--- src/http_date_to_epoch_parser_defines.svh ---
// Assertion macros used by the HTTP date parser controller
`ifndef HTTP_DATE_TO_EPOCH_PARSER_DEFINES_SVH
`define HTTP_DATE_TO_EPOCH_PARSER_DEFINES_SVH

// same-cycle implication, disabled in reset
`define HDTE_ASSERT_NOW(label, ante, cons, msg) \
   label: assert property (@(posedge clock) disable iff (reset) (ante) |-> (cons)) \
      else $error(msg);

// next-cycle implication, disabled in reset
`define HDTE_ASSERT_NEXT(label, ante, cons, msg) \
   label: assert property (@(posedge clock) disable iff (reset) (ante) |=> (cons)) \
      else $error(msg);

`endif

--- src/hdte_pkg.sv ---
// Types, constants and helper functions of the HTTP date parser
package hdte_pkg;

   localparam int ACC_W = 14;

   localparam logic [ACC_W-1:0] ACC_MAX = 14'd9999;

   // accumulator select codes
   typedef logic [2:0] acc_sel_type;
   localparam acc_sel_type ACC_NONE = 3'd0;
   localparam acc_sel_type ACC_DAY  = 3'd1;
   localparam acc_sel_type ACC_YEAR = 3'd2;
   localparam acc_sel_type ACC_HOUR = 3'd3;
   localparam acc_sel_type ACC_MIN  = 3'd4;
   localparam acc_sel_type ACC_SEC  = 3'd5;

   // characters
   localparam logic [7:0] CH_NUL     = 8'h00;
   localparam logic [7:0] CH_ZERO    = 8'h30;
   localparam logic [7:0] CH_NINE    = 8'h39;
   localparam logic [7:0] CH_SPACE   = 8'h20;
   localparam logic [7:0] CH_DASH    = 8'h2D;
   localparam logic [7:0] CH_COLON   = 8'h3A;
   localparam logic [7:0] CH_UPPER_A = 8'h41;
   localparam logic [7:0] CH_UPPER_Z = 8'h5A;
   localparam logic [7:0] CASE_SHIFT = 8'h20;

   // date limits
   localparam logic [ACC_W-1:0] TWO_DIGIT_LIM = 14'd100;
   localparam logic [ACC_W-1:0] PIVOT_YY      = 14'd70;
   localparam logic [ACC_W-1:0] CENTURY_21    = 14'd2000;
   localparam logic [ACC_W-1:0] CENTURY_20    = 14'd1900;
   localparam logic [ACC_W-1:0] YEAR_MIN      = 14'd1970;
   localparam logic [ACC_W-1:0] YEAR_MAX      = 14'd2100;
   localparam logic [ACC_W-1:0] MDAY_MAX      = 14'd31;
   localparam logic [3:0]       MONTH_MAX     = 4'd12;
   localparam logic [3:0]       MONTH_FEB     = 4'd2;

   // day count relative to a leap-aligned base year
   localparam int BASE_YEAR   = 1968;
   localparam int EPOCH_SHIFT = 719468;
   localparam int DAY_BIAS    = 365 * BASE_YEAR + BASE_YEAR / 4 - BASE_YEAR / 100
                                + BASE_YEAR / 400 - EPOCH_SHIFT;
   localparam logic [7:0] Z_Y2000 = 8'(2000 - BASE_YEAR);
   localparam logic [7:0] Z_Y2100 = 8'(2100 - BASE_YEAR);
   localparam int DAYS_W = 17;

   localparam logic [31:0] SECS_PER_DAY  = 32'd86400;
   localparam logic [31:0] SECS_PER_HOUR = 32'd3600;
   localparam logic [31:0] SECS_PER_MIN  = 32'd60;

   typedef struct packed {
      logic is_digit;
      logic is_sep;
      logic is_space;
      logic is_colon;
      logic is_nul;
      logic month_hit;
   } hdte_stat_type;

   typedef struct packed {
      acc_sel_type acc_sel;
      logic        let0_wr;
      logic        let1_wr;
      logic        month_wr;
      logic        calc_a;
      logic        calc_b;
      logic        phase_ok;
      logic        out_load;
   } hdte_cmd_type;

   function automatic logic [7:0] to_lower(input logic [7:0] c);
      return (c >= CH_UPPER_A && c <= CH_UPPER_Z) ? c + CASE_SHIFT : c;
   endfunction

   function automatic logic [ACC_W-1:0] acc_add(input logic [ACC_W-1:0] acc,
                                                 input logic [3:0] dig);
      logic [16:0] v;
      v = 17'(acc) * 17'd10 + 17'(dig);
      return (v > 17'(ACC_MAX)) ? ACC_MAX : v[ACC_W-1:0];
   endfunction

   function automatic logic [3:0] month_match(input logic [7:0] l0, input logic [7:0] l1,
                                              input logic [7:0] l2);
      logic [3:0] m;
      unique case ({l0, l1, l2})
         "jan":   m = 4'd1;
         "feb":   m = 4'd2;
         "mar":   m = 4'd3;
         "apr":   m = 4'd4;
         "may":   m = 4'd5;
         "jun":   m = 4'd6;
         "jul":   m = 4'd7;
         "aug":   m = 4'd8;
         "sep":   m = 4'd9;
         "oct":   m = 4'd10;
         "nov":   m = 4'd11;
         "dec":   m = 4'd12;
         default: m = 4'd0;
      endcase
      return m;
   endfunction

   // days from 1 March to the first of the month
   function automatic logic [8:0] month_offset(input logic [3:0] m);
      logic [8:0] o;
      unique case (m)
         4'd3:    o = 9'd0;
         4'd4:    o = 9'd31;
         4'd5:    o = 9'd61;
         4'd6:    o = 9'd92;
         4'd7:    o = 9'd122;
         4'd8:    o = 9'd153;
         4'd9:    o = 9'd184;
         4'd10:   o = 9'd214;
         4'd11:   o = 9'd245;
         4'd12:   o = 9'd275;
         4'd1:    o = 9'd306;
         4'd2:    o = 9'd337;
         default: o = 9'd0;
      endcase
      return o;
   endfunction

endpackage

--- src/hdte_dpath.sv ---
// Datapath: character decode, field accumulators and epoch arithmetic
module hdte_dpath
   import hdte_pkg::*;
(
   input  logic          clock,
   input  logic          reset,
   input  logic [7:0]    req_ch,
   input  hdte_cmd_type  cmd,
   output hdte_stat_type stat,
   output logic [31:0]   rsp_seconds,
   output logic          rsp_understood
);

   logic [ACC_W-1:0] day_acc_ff, day_acc_in;
   logic [ACC_W-1:0] year_acc_ff, year_acc_in;
   logic [ACC_W-1:0] hour_acc_ff, hour_acc_in;
   logic [ACC_W-1:0] minute_acc_ff, minute_acc_in;
   logic [ACC_W-1:0] second_acc_ff, second_acc_in;
   logic [15:0]      month_letters_ff, month_letters_in;
   logic [3:0]       month_num_ff, month_num_in;

   logic              ok_ff;
   logic [DAYS_W-1:0] days_ff;
   logic [31:0]       hsec_ff;
   logic [31:0]       prod_ff;
   logic [31:0]       msec_ff;
   logic [31:0]       rsp_seconds_ff;
   logic              rsp_understood_ff;

   logic [7:0]       ch_low;
   logic [3:0]       digit;
   logic [3:0]       month_hit_num;
   logic [ACC_W-1:0] acc_cur;
   logic [ACC_W-1:0] acc_next;

   logic [ACC_W-1:0]  y_full;
   logic              early;
   logic [7:0]        z;
   logic [1:0]        cent_adj;
   logic              quad_adj;
   logic [8:0]        doy;
   logic [DAYS_W-1:0] days_in;
   logic              ok_in;

   // character decode
   assign ch_low        = to_lower(req_ch);
   assign digit         = 4'(req_ch - CH_ZERO);
   assign month_hit_num = month_match(month_letters_ff[7:0], month_letters_ff[15:8], ch_low);

   assign stat.is_digit  = (req_ch >= CH_ZERO) && (req_ch <= CH_NINE);
   assign stat.is_sep    = (req_ch == CH_SPACE) || (req_ch == CH_DASH);
   assign stat.is_space  = (req_ch == CH_SPACE);
   assign stat.is_colon  = (req_ch == CH_COLON);
   assign stat.is_nul    = (req_ch == CH_NUL);
   assign stat.month_hit = (month_hit_num != 4'd0);

   always_comb begin
      unique case (cmd.acc_sel)
         ACC_DAY:  acc_cur = day_acc_ff;
         ACC_YEAR: acc_cur = year_acc_ff;
         ACC_HOUR: acc_cur = hour_acc_ff;
         ACC_MIN:  acc_cur = minute_acc_ff;
         ACC_SEC:  acc_cur = second_acc_ff;
         default:  acc_cur = '0;
      endcase
   end

   assign acc_next = acc_add(acc_cur, digit);

   always_comb begin
      day_acc_in       = day_acc_ff;
      year_acc_in      = year_acc_ff;
      hour_acc_in      = hour_acc_ff;
      minute_acc_in    = minute_acc_ff;
      second_acc_in    = second_acc_ff;
      month_letters_in = month_letters_ff;
      month_num_in     = month_num_ff;
      unique case (cmd.acc_sel)
         ACC_DAY:  day_acc_in    = acc_next;
         ACC_YEAR: year_acc_in   = acc_next;
         ACC_HOUR: hour_acc_in   = acc_next;
         ACC_MIN:  minute_acc_in = acc_next;
         ACC_SEC:  second_acc_in = acc_next;
         default:  ;
      endcase
      if (cmd.let0_wr) begin
         month_letters_in = {8'h00, ch_low};
      end
      if (cmd.let1_wr) begin
         month_letters_in = {ch_low, month_letters_ff[7:0]};
      end
      if (cmd.month_wr) begin
         month_num_in = month_hit_num;
      end
      if (cmd.out_load) begin
         day_acc_in       = '0;
         year_acc_in      = '0;
         hour_acc_in      = '0;
         minute_acc_in    = '0;
         second_acc_in    = '0;
         month_letters_in = '0;
         month_num_in     = '0;
      end
   end

   always_ff @(posedge clock) begin
      if (reset) begin
         day_acc_ff       <= '0;
         year_acc_ff      <= '0;
         hour_acc_ff      <= '0;
         minute_acc_ff    <= '0;
         second_acc_ff    <= '0;
         month_letters_ff <= '0;
         month_num_ff     <= '0;
      end else begin
         day_acc_ff       <= day_acc_in;
         year_acc_ff      <= year_acc_in;
         hour_acc_ff      <= hour_acc_in;
         minute_acc_ff    <= minute_acc_in;
         second_acc_ff    <= second_acc_in;
         month_letters_ff <= month_letters_in;
         month_num_ff     <= month_num_in;
      end
   end

   // step A: checks, day count and hour product
   always_comb begin
      if (year_acc_ff < TWO_DIGIT_LIM) begin
         y_full = year_acc_ff + ((year_acc_ff < PIVOT_YY) ? CENTURY_21 : CENTURY_20);
      end else begin
         y_full = year_acc_ff;
      end
   end

   assign early    = (month_num_ff <= MONTH_FEB);
   assign z        = 8'(y_full - 14'(BASE_YEAR) - {13'd0, early});
   assign cent_adj = (z >= Z_Y2100) ? 2'd2 : ((z >= Z_Y2000) ? 2'd1 : 2'd0);
   assign quad_adj = (z >= Z_Y2000);
   assign doy      = month_offset(month_num_ff) + 9'(day_acc_ff) - 9'd1;
   assign days_in  = DAYS_W'(DAYS_W'(z) * DAYS_W'(365)) + DAYS_W'(z >> 2)
                   + DAYS_W'(quad_adj) - DAYS_W'(cent_adj) + DAYS_W'(doy)
                   + DAYS_W'(DAY_BIAS);

   assign ok_in = cmd.phase_ok
                && (day_acc_ff != '0) && (day_acc_ff <= MDAY_MAX)
                && (y_full >= YEAR_MIN) && (y_full <= YEAR_MAX)
                && (month_num_ff != 4'd0) && (month_num_ff <= MONTH_MAX);

   always_ff @(posedge clock) begin
      if (cmd.calc_a) begin
         ok_ff   <= ok_in;
         days_ff <= days_in;
         hsec_ff <= 32'(32'(hour_acc_ff) * SECS_PER_HOUR);
      end
      if (cmd.calc_b) begin
         prod_ff <= 32'(32'(days_ff) * SECS_PER_DAY);
         msec_ff <= hsec_ff + 32'(32'(minute_acc_ff) * SECS_PER_MIN) + 32'(second_acc_ff);
      end
      if (cmd.out_load) begin
         rsp_seconds_ff    <= ok_ff ? (prod_ff + msec_ff) : 32'd0;
         rsp_understood_ff <= ok_ff;
      end
   end

   assign rsp_seconds    = rsp_seconds_ff;
   assign rsp_understood = rsp_understood_ff;

endmodule

--- src/hdte_ctrl.sv ---
// Controller: parse phase sequencing, result handshake and arithmetic steps
`include "http_date_to_epoch_parser_defines.svh"

module hdte_ctrl
   import hdte_pkg::*;
(
   input  logic          clock,
   input  logic          reset,
   input  logic          req_valid,
   input  logic          req_last,
   output logic          req_ready,
   output logic          rsp_valid,
   input  logic          rsp_ready,
   input  hdte_stat_type stat,
   output hdte_cmd_type  cmd
);

   localparam logic [3:0] PH_SEEK  = 4'd0;
   localparam logic [3:0] PH_DAY   = 4'd1;
   localparam logic [3:0] PH_SEP1  = 4'd2;
   localparam logic [3:0] PH_MON1  = 4'd3;
   localparam logic [3:0] PH_MON2  = 4'd4;
   localparam logic [3:0] PH_MWORD = 4'd5;
   localparam logic [3:0] PH_SEP2  = 4'd6;
   localparam logic [3:0] PH_YEAR  = 4'd7;
   localparam logic [3:0] PH_SP3   = 4'd8;
   localparam logic [3:0] PH_HOUR  = 4'd9;
   localparam logic [3:0] PH_MIN   = 4'd10;
   localparam logic [3:0] PH_SEC   = 4'd11;
   localparam logic [3:0] PH_DONE  = 4'd12;
   localparam logic [3:0] PH_FAIL  = 4'd13;

   localparam logic [1:0] ST_PARSE  = 2'd0;
   localparam logic [1:0] ST_CALC_A = 2'd1;
   localparam logic [1:0] ST_CALC_B = 2'd2;
   localparam logic [1:0] ST_CALC_C = 2'd3;

   logic [1:0] state_ff, state_in;
   logic [3:0] phase_ff, phase_in;
   logic       text_ended_ff, text_ended_in;
   logic       rsp_valid_ff, rsp_valid_in;

   logic take;
   logic char_go;

   assign req_ready = (state_ff == ST_PARSE);
   assign rsp_valid = rsp_valid_ff;
   assign take      = req_valid && req_ready;
   assign char_go   = take && !text_ended_ff && !stat.is_nul;

   always_comb begin
      cmd           = '0;
      cmd.acc_sel   = ACC_NONE;
      phase_in      = phase_ff;
      text_ended_in = text_ended_ff;
      state_in      = state_ff;

      if (take && !text_ended_ff && stat.is_nul) begin
         text_ended_in = 1'b1;
      end

      if (char_go) begin
         unique case (phase_ff)
            PH_SEEK: begin
               if (stat.is_digit) begin
                  cmd.acc_sel = ACC_DAY;
                  phase_in    = PH_DAY;
               end
            end
            PH_DAY: begin
               if (stat.is_digit) begin
                  cmd.acc_sel = ACC_DAY;
               end else if (stat.is_sep) begin
                  phase_in = PH_SEP1;
               end else begin
                  cmd.let0_wr = 1'b1;
                  phase_in    = PH_MON1;
               end
            end
            PH_SEP1: begin
               if (!stat.is_sep) begin
                  cmd.let0_wr = 1'b1;
                  phase_in    = PH_MON1;
               end
            end
            PH_MON1: begin
               cmd.let1_wr = 1'b1;
               phase_in    = PH_MON2;
            end
            PH_MON2: begin
               cmd.month_wr = 1'b1;
               phase_in     = stat.month_hit ? PH_MWORD : PH_FAIL;
            end
            PH_MWORD: begin
               if (stat.is_sep) begin
                  phase_in = PH_SEP2;
               end
            end
            PH_SEP2: begin
               if (stat.is_digit) begin
                  cmd.acc_sel = ACC_YEAR;
                  phase_in    = PH_YEAR;
               end else if (!stat.is_sep) begin
                  phase_in = PH_DONE;
               end
            end
            PH_YEAR: begin
               if (stat.is_digit) begin
                  cmd.acc_sel = ACC_YEAR;
               end else begin
                  phase_in = stat.is_space ? PH_SP3 : PH_DONE;
               end
            end
            PH_SP3: begin
               if (stat.is_digit) begin
                  cmd.acc_sel = ACC_HOUR;
                  phase_in    = PH_HOUR;
               end else if (!stat.is_space) begin
                  phase_in = PH_DONE;
               end
            end
            PH_HOUR: begin
               if (stat.is_digit) begin
                  cmd.acc_sel = ACC_HOUR;
               end else begin
                  phase_in = stat.is_colon ? PH_MIN : PH_DONE;
               end
            end
            PH_MIN: begin
               if (stat.is_digit) begin
                  cmd.acc_sel = ACC_MIN;
               end else begin
                  phase_in = stat.is_colon ? PH_SEC : PH_DONE;
               end
            end
            PH_SEC: begin
               if (stat.is_digit) begin
                  cmd.acc_sel = ACC_SEC;
               end else begin
                  phase_in = PH_DONE;
               end
            end
            PH_DONE, PH_FAIL: ;
            default: phase_in = PH_FAIL;
         endcase
      end

      unique case (state_ff)
         ST_PARSE: begin
            if (take && req_last) begin
               state_in = ST_CALC_A;
            end
         end
         ST_CALC_A: begin
            cmd.calc_a   = 1'b1;
            cmd.phase_ok = (phase_ff >= PH_MWORD) && (phase_ff <= PH_DONE);
            state_in     = ST_CALC_B;
         end
         ST_CALC_B: begin
            cmd.calc_b = 1'b1;
            state_in   = ST_CALC_C;
         end
         ST_CALC_C: begin
            if (!rsp_valid_ff || rsp_ready) begin
               cmd.out_load  = 1'b1;
               phase_in      = PH_SEEK;
               text_ended_in = 1'b0;
               state_in      = ST_PARSE;
            end
         end
         default: state_in = ST_PARSE;
      endcase

      if (cmd.out_load) begin
         rsp_valid_in = 1'b1;
      end else if (rsp_valid_ff && rsp_ready) begin
         rsp_valid_in = 1'b0;
      end else begin
         rsp_valid_in = rsp_valid_ff;
      end
   end

   always_ff @(posedge clock) begin
      if (reset) begin
         state_ff      <= ST_PARSE;
         phase_ff      <= PH_SEEK;
         text_ended_ff <= 1'b0;
         rsp_valid_ff  <= 1'b0;
      end else begin
         state_ff      <= state_in;
         phase_ff      <= phase_in;
         text_ended_ff <= text_ended_in;
         rsp_valid_ff  <= rsp_valid_in;
      end
   end

   `HDTE_ASSERT_NEXT(a_last_starts_calc, take && req_last, state_ff == ST_CALC_A, "last beat did not start arithmetic")
   `HDTE_ASSERT_NEXT(a_calc_a_then_b, state_ff == ST_CALC_A, state_ff == ST_CALC_B, "arithmetic step skipped")
   `HDTE_ASSERT_NEXT(a_pending_held, (state_ff == ST_CALC_C) && rsp_valid_ff && !rsp_ready, (state_ff == ST_CALC_C) && rsp_valid_ff, "pending result dropped")
   `HDTE_ASSERT_NOW(a_no_overwrite, cmd.out_load, !rsp_valid_ff || rsp_ready, "result overwritten before taken")
   `HDTE_ASSERT_NEXT(a_load_restarts, cmd.out_load, rsp_valid_ff && (phase_ff == PH_SEEK) && !text_ended_ff, "parser not restarted after result")

endmodule

--- src/http_date_to_epoch_parser.sv ---
// Top level of the HTTP date to Unix seconds parser
//
//   channel   ports                         beat
//   -------   ---------------------------   ----------------------------------
//   request   req_valid/req_ready           req_ch, req_last (one character)
//   response  rsp_valid/rsp_ready           rsp_seconds, rsp_understood
//
// One character is taken per cycle while req_ready is high. After the beat with
// req_last the block runs its date arithmetic (day count, products, sum) and holds
// req_ready low; the sum is registered into the output in the final step.
// A result still waiting in the output register holds the final step, and req_ready
// with it, until rsp_ready takes it. Reset is synchronous and clears the parser.
module http_date_to_epoch_parser
   import hdte_pkg::*;
(
   input  logic        clock,
   input  logic        reset,
   input  logic        req_valid,
   output logic        req_ready,
   input  logic [7:0]  req_ch,
   input  logic        req_last,
   output logic        rsp_valid,
   input  logic        rsp_ready,
   output logic [31:0] rsp_seconds,
   output logic        rsp_understood
);

   hdte_stat_type stat;
   hdte_cmd_type  cmd;

   hdte_ctrl u_ctrl (
      .clock     (clock),
      .reset     (reset),
      .req_valid (req_valid),
      .req_last  (req_last),
      .req_ready (req_ready),
      .rsp_valid (rsp_valid),
      .rsp_ready (rsp_ready),
      .stat      (stat),
      .cmd       (cmd)
   );

   hdte_dpath u_dpath (
      .clock          (clock),
      .reset          (reset),
      .req_ch         (req_ch),
      .cmd            (cmd),
      .stat           (stat),
      .rsp_seconds    (rsp_seconds),
      .rsp_understood (rsp_understood)
   );

endmodule
--- config.mk ---
export PLATFORM = sky130hd
export DESIGN_NAME = http_date_to_epoch_parser
export DESIGN_NICKNAME = d
export VERILOG_FILES = /design/src/hdte_pkg.sv /design/src/hdte_dpath.sv /design/src/hdte_ctrl.sv /design/src/http_date_to_epoch_parser.sv
export VERILOG_INCLUDE_DIRS = /design/src /design/src/src
export SDC_FILE = /design/constraint.sdc
export NUM_CORES = 1
export LEC_CHECK = 0
export BUFFER_PORTS_ARGS = -buffer_cell sky130_fd_sc_hd__buf_2
export CAP_MARGIN = 20
export CORE_ASPECT_RATIO = 0.7
export CORE_MARGIN = 2
export CORE_UTILIZATION = 35
export CTS_BUF_LIST = sky130_fd_sc_hd__clkbuf_8
export DETAILED_ROUTE_END_ITERATION = 7
export PLACE_DENSITY_LB_ADDON = 0.1
export SYNTH_ARGS = -nofsm -noshare
export SYNTH_HDL_FRONTEND = slang
export SYNTH_SLANG_ARGS = --single-unit
--- constraint.sdc ---
create_clock -name clock -period 19.1 [get_ports clock]
set_input_delay 0.955 -clock clock [delete_from_list [all_inputs] [get_ports clock]]
set_output_delay 0.955 -clock clock [all_outputs]
set_load 0.005 [all_outputs]
# Yosys cells after proc, flatten, opt, wreduce, memory -nomap -nowiden
# Memory sizes are Yosys's and may differ from the RTL's. A register that Yosys moved wholly into a read port is not among the register bits.
# Cells that the tools add are included.
[totals] register_bits=228 mem_bits_ro=144 input_bits=13 output_inout_bits=35 word_cells=189 memories=1
[mem_list] name="(name not given)" depth=16 word_bits=9 rd=1 rd_ports_with_merged_regs=1 wr=0 line_no="hdte_pkg.sv:107" rtl="unique case (m)"
[classes] add_sub_neg=16 mul=5 n_lt_le_gt_ge=16 eq_ne=38 muxes=58 bitwise_logic=1 n_reduce_logical=35
[ops] operator="24-bit by 23-bit equality test with 1-bit output (second input constant)" count=12
[ops] operator="4-bit 2-to-1 mux" count=18
[ops] operator="14-bit case mux with 5 select lines" count=1
[ops] operator="4-bit case mux with 13 select lines" count=1
[ops] operator="4-bit case mux with 12 select lines" count=1
[ops] operator="32-bit by 14-bit adder with 32-bit output" count=1
[ops] operator="32-bit adder" count=1
[ops] operator="16-bit 2-to-1 mux" count=2
[ops] operator="14-bit by 7-bit less-than comparator with 1-bit output (second input constant)" count=2
[ops] operator="14-bit 2-to-1 mux" count=2
[ops] operator="26-bit by 20-bit adder with 27-bit output" count=1
[ops] operator="17-bit by 10-bit multiplier with 25-bit output (second input constant)" count=1
[ops] operator="4-bit equality test (second input constant)" count=6
[ops] operator="8-bit by 6-bit equality test with 1-bit output (second input constant)" count=3
[ops] operator="14-bit by 8-bit multiplier with 22-bit output (second input constant)" count=1
[ops] operator="14-bit by 4-bit multiplier with 18-bit output (second input constant)" count=1
[ops] operator="17-bit by 1-bit adder with 17-bit output" count=1
[ops] operator="17-bit adder (second input constant)" count=1
[ops] operator="17-bit by 4-bit adder with 17-bit output" count=1
[ops] operator="17-bit by 6-bit adder with 17-bit output" count=1
[ops] operator="17-bit by 9-bit adder with 17-bit output" count=1
[ops] operator="17-bit by 14-bit greater-than comparator with 1-bit output (second input constant)" count=1
[ops] operator="8-bit by 9-bit multiplier with 17-bit output (second input constant)" count=1
[ops] operator="1-bit 2-to-1 mux" count=17
[ops] operator="49 further kinds" count=91

# Longest topological paths before layout
# Gate-level depths: netlist (run 1).
[logic_depth] word_depth=12 depth_mapped=38 ltp_nobuf=38

# By module
# From an unflattened synthesis (run 1), not the netlist that was laid out.
[unflattened] cells_unflattened=2294 area_unflattened_um2=21876.0
[modules_own_cells] module="hdte_dpath" n_inst=1 cells_per_inst=2192 area_per_inst_um2=21167.8 seq_area_each_um2=5735.5
[modules_own_cells] module="hdte_ctrl" n_inst=1 cells_per_inst=102 area_per_inst_um2=708.2 seq_area_each_um2=160.2

# Worst setup path before layout (run 1)
# OpenSTA, ideal clock, no wires.
[synth_path] path_type="register to register" from="register u_dpath.year_acc_ff[8]" to="register u_dpath.days_ff[15], data pin" setup_ns=0.195 arrival_ns=7.804 required_time_ns=18.905 setup_slack_ns=11.101 path_stages_with_launch=34 n_path_buf=0 synth_period_minus_slack_ns=7.999 cell_sequence="dfxtp_1 > nor2_1 > nand2_1 > nor4_1 > nand2_1 > ha_1 > inv_1 > fa_1 > o21ai_0 > inv_1 > ha_1 > a21oi_1 > nor2b_1 > or3_1 > xnor2_1 > inv_1 > ha_1 > a21oi_1 > fa_1 > inv_1 > fa_1 > fa_1 > inv_1 > ha_1 > a21o_1 > a21oi_1 > o21ai_0 > a21oi_1 > nand2b_1 > a21boi_0 > o31a_1 > o211ai_1 > or4b_2 > o311ai_0"
[synth_via] elab_chain_cells=12 elab_cells_between_ends=17 cone_classes="add/sub (8); mul (1); order compare (4); mux (4)"
[synth_rtl] item="from (decl)" line_no="hdte_dpath.sv:15" rtl="logic [ACC_W-1:0] year_acc_ff, year_acc_in;"
[synth_rtl] item="from (signal assigned)" line_no="hdte_dpath.sv:117" rtl="year_acc_ff <= year_acc_in;"
[synth_rtl] item="14-bit by 7-bit less-than comparator with 1-bit output" line_no="hdte_dpath.sv:129" rtl="y_full = year_acc_ff + ((year_acc_ff < PIVOT_YY) ? CENTURY_21 : CENTURY_20);"
[synth_rtl] item="8-bit 2-to-1 mux" line_no="hdte_dpath.sv:129"
[synth_rtl] item="14-bit adder" line_no="hdte_dpath.sv:129"
[synth_rtl] item="14-bit 2-to-1 mux *" line_no="hdte_dpath.sv:128" rtl="if (year_acc_ff < TWO_DIGIT_LIM) begin"
[synth_rtl] item="8-bit subtractor *" line_no="hdte_dpath.sv:136" rtl="assign z = 8'(y_full - 14'(BASE_YEAR) - {13'd0, early});"
[synth_rtl] item="8-bit by 1-bit subtractor with 8-bit output *" line_no="hdte_dpath.sv:136"
[synth_rtl] item="8-bit by 9-bit multiplier with 17-bit output / 8-bit by 6-bit greater-or-equal comparator with 1-bit output (equally long branches)" line_no="hdte_dpath.sv:140, hdte_dpath.sv:137, hdte_dpath.sv:138"
[synth_rtl] item="17-bit by 6-bit adder with 17-bit output / 1-bit 2-to-1 mux (equally long branches)" line_no="hdte_dpath.sv:140, hdte_dpath.sv:137"
[synth_rtl] item="17-bit by 1-bit adder with 17-bit output / 2-bit 2-to-1 mux (equally long branches)" line_no="hdte_dpath.sv:141, hdte_dpath.sv:137"
[synth_rtl] item="17-bit by 2-bit subtractor with 17-bit output *" line_no="hdte_dpath.sv:141" rtl="+ DAYS_W'(quad_adj) - DAYS_W'(cent_adj) + DAYS_W'(doy)"
[synth_rtl] item="17-bit by 9-bit adder with 17-bit output *" line_no="hdte_dpath.sv:141"
[synth_rtl] item="17-bit adder *" line_no="hdte_dpath.sv:142" rtl="+ DAYS_W'(DAY_BIAS);"
[synth_rtl] item="net u_dpath.days_in[15]" line_no="hdte_dpath.sv:42" rtl="logic [DAYS_W-1:0] days_in;"
[synth_rtl] item="to (signal assigned)" line_no="hdte_dpath.sv:152" rtl="days_ff <= days_in;"
[synth_rtl] item="to (decl)" line_no="hdte_dpath.sv:23" rtl="logic [DAYS_W-1:0] days_ff;"
# Mark *: on every way through the listed nets, which the timed path passes. The rest lies on a longest branch.
# A chain may end at the register's enable or synchronous reset.

# Worst setup path in the final report (run 1)
[layout_path] from="register u_dpath.year_acc_ff[12]" to="register u_dpath.days_ff[15], data pin"
# The elaborated chain is that of the path after synthesis.

==> impl_metrics.yaml, run 1 <==
run_status:
  outcome: "complete, no violations"
sta:
  min_period_ns: 9.13
  finalCritPeriodShare_pct: 47.8
  fmax_mhz: 110
  setup_viol: 0
  hold_violations: 0
  rsz0062_at_grt: "false"
  worst_pin_slew_ns: 1.19
  finalMaxSlewViolations: 0
  skew_ns: 0.0468
  max-slew-margin-rel_pct: 20.0
  tns_ns: 0
critical_path:
  reg2regPathDepth: 33
  r2r_end: "u_dpath.days_ff[15]"
  crit_required_ns: 19.45
  crit_type: "flop to flop"
  timing.rr.start: "u_dpath.year_acc_ff[12]"
  cp_common_cell: "inv_1"
  path_depth: 33
  crit_slowest_cell: "or4b_2"
  critical_path_buf_inv_count: 5
  startpoint: "u_dpath.year_acc_ff[12]"
  crit_path_end_kind: "flop"
  cp-endpoint: "u_dpath.days_ff[15]"
  cp_top_family: "adder cells"
  worstPathMaxFanout: 6
  cp.arrival_ns: 9.47
  crit_path_max_incr_delay_ns: 0.61
  start_kind: "flop"
  reg2reg_slack_ns: 9.97
clock_tree:
  clockBufferDepth: 3
  ctsHoldBuffers: 0
  cts_resized: 0
  clock_latency_ns: 0.62
  cts.sinks: 233
  cts_htree_levels: 2
  cts_made_buffers: 43
  cts_root_buffer: "clkbuf_8"
  cts_tree: "done"
  cts_setup_buffers: 0
  path_clk_slew_ns: 0.06
grt:
  grt_pass1_wl_um: 93800
  grt_pass1_vias: 16700
  antenna_found_initial: 4
  grt_start_max_net_pins: 56
  grt.overflow.total: 0
  grt.total_usage_pct: 18.0
synthesis:
  synth_top_area_share_pct: 19.0
  ys_warn_count: 0
  ys_dominant_reg_cell: "edfxtp_1"
  synth_fp_nets: 2818
  synth-edff-count: 126
  syn_area_per_cell_um2: 9.45
  synth_top_area_cell: "ha_1"
  async_flop_share_pct: 0
  synth.distinct_cells: 81
  yosysSeqAreaShare_pct: 26.8
  syn-cell-area_mm2: 0.0221
  syn_inst: 2342
  synth.ff_latch_count: 233
  synthTopCellsByArea: "ha_1 19%, edfxtp_1 17%, fa_1 11%"
final_layout:
  layout-drive-gt1-share_pct: 6.73
  nNetsFinal: 2864
  area_growth_pct: 9.21
  seq_area_mm2: 0.00593
  mostFrequentLayoutCell: "ha_1"
  final_cell_mix: "335 x ha_1, 323 x inv_1, 155 x nor2_1"
  multi_input_area_mm2: 0.0148
  nFillCells: 6359
  n_antenna_cell: 0
routing:
  final_antenna_net_count: 0
  wl_per_cell_um: 18.0
  via_per_inst: 5.18
  drc: 0
  routed_wirelength_um: 58400
  vias: 16800
  drt-initial-drc-count: 1253
  firstDrtPassIters: 6
die:
  num_rows: 77
  die_area_mm2: 0.0653
  die_height_um: 214
  chipWidth_um: 305
  core_mm2: 0.0628
  ios: 48
  start_util_pct: 35.2
min_path:
  hold_class: "flop to flop"
place:
  dp_hpwl_um: 46500
  routabilityCongestion: 0.910
  port_buffers: 47
job:
  max-cap-violations: 0
[synth_stat cells, types with 12 or more instances]
| library cell | instances |
|---|---|
| a211oi_1 | 48 |
| a21o_1 | 34 |
| a21oi_1 | 112 |
| a222oi_1 | 12 |
| a31oi_1 | 17 |
| and2_1 | 25 |
| clkbuf_1 | 54 |
| dfxtp_1 | 107 |
| edfxtp_1 | 126 |
| fa_1 | 126 |
| ha_1 | 337 |
| inv_1 | 318 |
| mux2i_1 | 26 |
| nand2_1 | 90 |
| nand2b_1 | 24 |
| nand3_1 | 71 |
| nand4_1 | 19 |
| nor2_1 | 156 |
| nor2b_1 | 30 |
| nor3_1 | 61 |
| o21a_1 | 26 |
| o21ai_0 | 95 |
| o21bai_1 | 18 |
| o41ai_1 | 33 |
| or2_2 | 14 |
| or3_1 | 17 |
| xnor2_1 | 106 |
| xor2_1 | 51 |
[how the worst min path moves through the flow]
stage,slack (ns),startpoint,depth (start not counted),to
after floorplan,0.43,u_ctrl.text_ended_ff,2,u_ctrl.text_ended_ff
after global placement,0.44,u_ctrl.text_ended_ff,2,u_ctrl.text_ended_ff
after detailed placement,0.45,u_ctrl.text_ended_ff,2,u_ctrl.text_ended_ff
after CTS,0.46,u_ctrl.text_ended_ff,2,u_ctrl.text_ended_ff
after global routing,0.50,u_ctrl.text_ended_ff,2,u_ctrl.text_ended_ff
final,0.46,u_ctrl.text_ended_ff,2,u_ctrl.text_ended_ff
[stage by stage]
step	std cells	hold slack, ns	util, %	worst slack [ns]	cell area [µm²]
after global placement	3170	0.445	37.1	10.25	23300
after global routing	3250	0.503	38.5	9.29	24200
after floorplan	2342	0.429	-	11.10	22100
final	3250	0.459	38.5	9.97	24200
after CTS	3248	0.464	38.5	10.00	24200
after detailed placement	3170	0.452	37.1	10.06	23300
[routing by layer]
| layer | up-vias | wire [µm] | track usage (%) |
|---|---|---|---|
| met3 | 79 | 3130 | 3.08 |
| met2 | 400 | 24000 | 26.6 |
| met5 | - | 0 | 0 |
| met4 | 0 | 1280 | 4.44 |
| met1 | 7939 | 30000 | 27.0 |
| li1 | 8401 | - | - |
[sequential cells by signal, summed over array words and instances (netlist names), 14 cells and up, named ones only]
signal,flops
u_dpath.second_acc_ff,14
u_dpath.msec_ff,28
u_dpath.hour_acc_ff,14
u_dpath.minute_acc_ff,14
u_dpath.year_acc_ff,14
u_dpath.hsec_ff,22
u_dpath.day_acc_ff,14
u_dpath.prod_ff,25
u_dpath.rsp_seconds,32
u_dpath.month_letters_ff,16
u_dpath.days_ff,17
[tightest hold or removal path, stage by stage, from the launching register on]
cell,delay (ns)
dfxtp_1,0.32
a31oi_1,0.04
nor2_1,0.07
[cell families (layout without fill, tap and decap cells)]
logic type / Yosys count / in the layout / share of synthesized area (%)
xor gates and xnor gates: 157 / 157 / 6.21
DFF: 233 / 233 / 26.8
AOI/OAI and AO/OA: 502 / 502 / 15.5
and+or+nand+nor: 571 / 571 / 13.1
other: 1 / 1 / 0.0169
adders and majority gates: 464 / 464 / 30.5
muxes: 31 / 31 / 1.43
buffers and inverters: 383 / 462 / 6.51
[final cells by class]
| class | count | area share [%] |
|---|---|---|
| clock inverters | 26 | 0.461 |
| multi-input cells | 1726 | 61.2 |
| inverters | 319 | 4.95 |
| clock buffers | 52 | 2.96 |
| repair buffers | 65 | 1.58 |
| well taps | 829 | 4.29 |
| flip-flops and latches | 233 | 24.5 |
Power of run 1 is not shown: default switching activity piles up to over one toggle a cycle in this logic, so the estimate is an artifact.
==> run 2, diff against run 1 <==
Settings changed: ABC_AREA from default to 1.
Clock period 19.1 ns to 8.5 ns, I/O delays scaled along.
==> impl_metrics.yaml, run 2 <==
final_layout:
  layout-drive-gt1-share_pct: 6.83
  nNetsFinal: 3200
  final_cell_mix: "582 x inv_1, 335 x ha_1, 305 x nand2_1"
  multi_input_area_mm2: 0.0140
  nFillCells: 6495
  finalNonFillerCells: 3583
  area_growth_pct: 9.54
  n_antenna_cell: 0
  mostFrequentLayoutCell: "inv_1"
  post-route-util_pct: 38.7
  seq_area_mm2: 0.00593
  largest_reg_flops: 32
place:
  dp_cells: 3507
  port_buffers: 47
  routabilityCongestion: 0.911
  dp_hpwl_um: 48100
  dp_slack_ns: 0.120
routing:
  wl_per_cell_um: 16.5
  firstDrtPassIters: 5
  routed_wirelength_um: 59200
  final_antenna_net_count: 0
  via_per_inst: 4.81
  drc: 0
  drt-initial-drc-count: 1059
  vias: 17300
sta:
  setup_viol: 0
  finalCritPeriodShare_pct: 92.7
  finalMaxSlewViolations: 0
  tns_ns: 0
  min_period_ns: 7.88
  fmax_mhz: 127
  fin_ws_ns: 0.623
  max-slew-margin-rel_pct: 31.9
  rsz0062_at_grt: "false"
  hold_violations: 0
  worst_pin_slew_ns: 1.02
  skew_ns: 0.0342
grt:
  grt.overflow.total: 0
  grt_pass1_wl_um: 94900
  grt_start_max_net_pins: 54
  antenna_found_initial: 2
  grt.total_usage_pct: 18.3
  grt_pass1_vias: 17200
critical_path:
  cp.arrival_ns: 8.24
  reg2regPathDepth: 38
  crit_type: "flop to flop"
  crit_slowest_cell: "xor2_1"
  cp-endpoint: "u_dpath.days_ff[16]"
  timing.rr.start: "u_dpath.year_acc_ff[8]"
  startpoint: "u_dpath.year_acc_ff[8]"
  crit_path_end_kind: "flop"
  reg2reg_slack_ns: 0.62
  r2r_end: "u_dpath.days_ff[16]"
  cp_common_cell: "inv_1"
  worstPathMaxFanout: 6
  crit_path_max_incr_delay_ns: 0.54
  crit_required_ns: 8.87
  start_kind: "flop"
synthesis:
  synth_fp_nets: 3129
  yosysSeqAreaShare_pct: 26.6
  synth_top_area_share_pct: 18.9
  ys_dominant_reg_cell: "edfxtp_1"
  syn_inst: 2653
  ys_warn_count: 0
  synth_top_area_cell: "ha_1"
  synth.distinct_cells: 56
  syn_area_per_cell_um2: 8.41
  synth.most_common_cell: "inv_1"
  synth_common_cells: "566 x inv_1, 337 x ha_1, 305 x nand2_1"
  synthTopCellsByArea: "ha_1 19%, edfxtp_1 17%, fa_1 11%"
  synth.ff_latch_count: 233
  synth-edff-count: 126
  async_flop_share_pct: 0
  syn-cell-area_mm2: 0.0223
job:
  max-cap-violations: 0
clock_tree:
  cts_made_buffers: 43
  cts_root_buffer: "clkbuf_8"
  clock_latency_ns: 0.64
  path_clk_slew_ns: 0.06
  clockBufferDepth: 3
  cts_htree_levels: 2
  cts_tree: "done"
  cts_setup_buffers: 0
  cts.sinks: 233
die:
  start_util_pct: 35.3
  die_area_mm2: 0.0658
  ios: 48
  chipWidth_um: 306
  core_mm2: 0.0631
  die_height_um: 215
  num_rows: 77
min_path:
  hold_class: "primary input to flop"
run_status:
  outcome: "complete, no violations"
==> run 2: cell count changes after synthesis, moves of 26 or more <==
cell      previous run  this run
nand2_1             90       305
a211oi_1            48         3
a21o_1              34         8
a21oi_1            112       250
mux2i_1             26         0
nand4_1             19        62
inv_1              318       566
xnor2_1            106        36
clkbuf_1            54        25
o21ai_0             95       128
nor2b_1             30         0
nor3_1              61        20
o41ai_1             33         0
xor2_1              51        99
==> run 2: stage by stage <==
step,hold slack (ns),instance area [µm²]
after floorplan,0.408,22300
after global placement,0.418,23500
after detailed placement,0.417,23500
after CTS,0.0373,24400
after global routing,0.0857,24400
final,0.113,24400
==> run 2: repair_timing <==
item                                    in CTS  in global routing
hold endpoints to repair                     3                  0
hold buffers                                 1                  0
resized for setup                            0                  9
endpoints found under the setup margin       0                  4
==> run 2: final cells by class <==
class	count	share of cell area [%]
Clock buffer	51	2.87
Clock inverter	24	0.630
Inverter	578	8.88
Multi-Input combinational cell	1801	57.4
Sequential cell	233	24.3
Tap cell	829	4.25
Timing Repair Buffer	67	1.69
==> run 2: worst min path at each step <==
stage                              from            endpoint  slack [ns]  cells past startpoint
2_1_floorplan  u_dpath.second_acc_ff[0]  u_dpath.msec_ff[0]        0.41                      0
3_3_place_gp   u_dpath.second_acc_ff[0]  u_dpath.msec_ff[0]        0.42                      0
3_5_place_dp   u_dpath.second_acc_ff[0]  u_dpath.msec_ff[0]        0.42                      0
4_1_cts                       rsp_ready    u_ctrl.rsp_valid        0.04                      4
5_1_grt                       rsp_ready    u_ctrl.rsp_valid        0.09                      4
6_report                      rsp_ready    u_ctrl.rsp_valid        0.11                      4
==> run 2: cells by family (layout without fill, tap and decap cells) <==
logic type / count (synthesis) / in the layout / synth area share (%)
buffers and inverters: 619 / 720 / 10.8
other: 1 / 1 / 0.0168
AO/OA/AOI/OAI: 493 / 493 / 12.4
AND/OR/NAND/NOR: 709 / 709 / 14.7
XOR/XNOR: 135 / 135 / 5.30
flip-flops: 233 / 233 / 26.6
adder cells (fa/ha/maj): 463 / 463 / 30.2
==> run 2: metal layers <==
layer / up-vias / wire length, µm / global-route usage [%]
met5: - / 0 / 0
met4: 0 / 1210 / 4.52
met3: 75 / 2340 / 2.57
met2: 309 / 23500 / 26.6
met1: 7969 / 32100 / 28.1
li1: 8899 / - / -
==> run 2: critical path: cells and delay by family, from the launching register on <==
kind	cells	cell delay, ns
XOR/XNOR	2	0.68
AND/OR/NAND/NOR	11	1.40
AO/OA/AOI/OAI	7	0.94
buffers and inverters	8	0.85
adder cells (fa/ha/maj)	10	3.45
flip-flops	1	0.29
Power of run 2 is left out for the same reason.
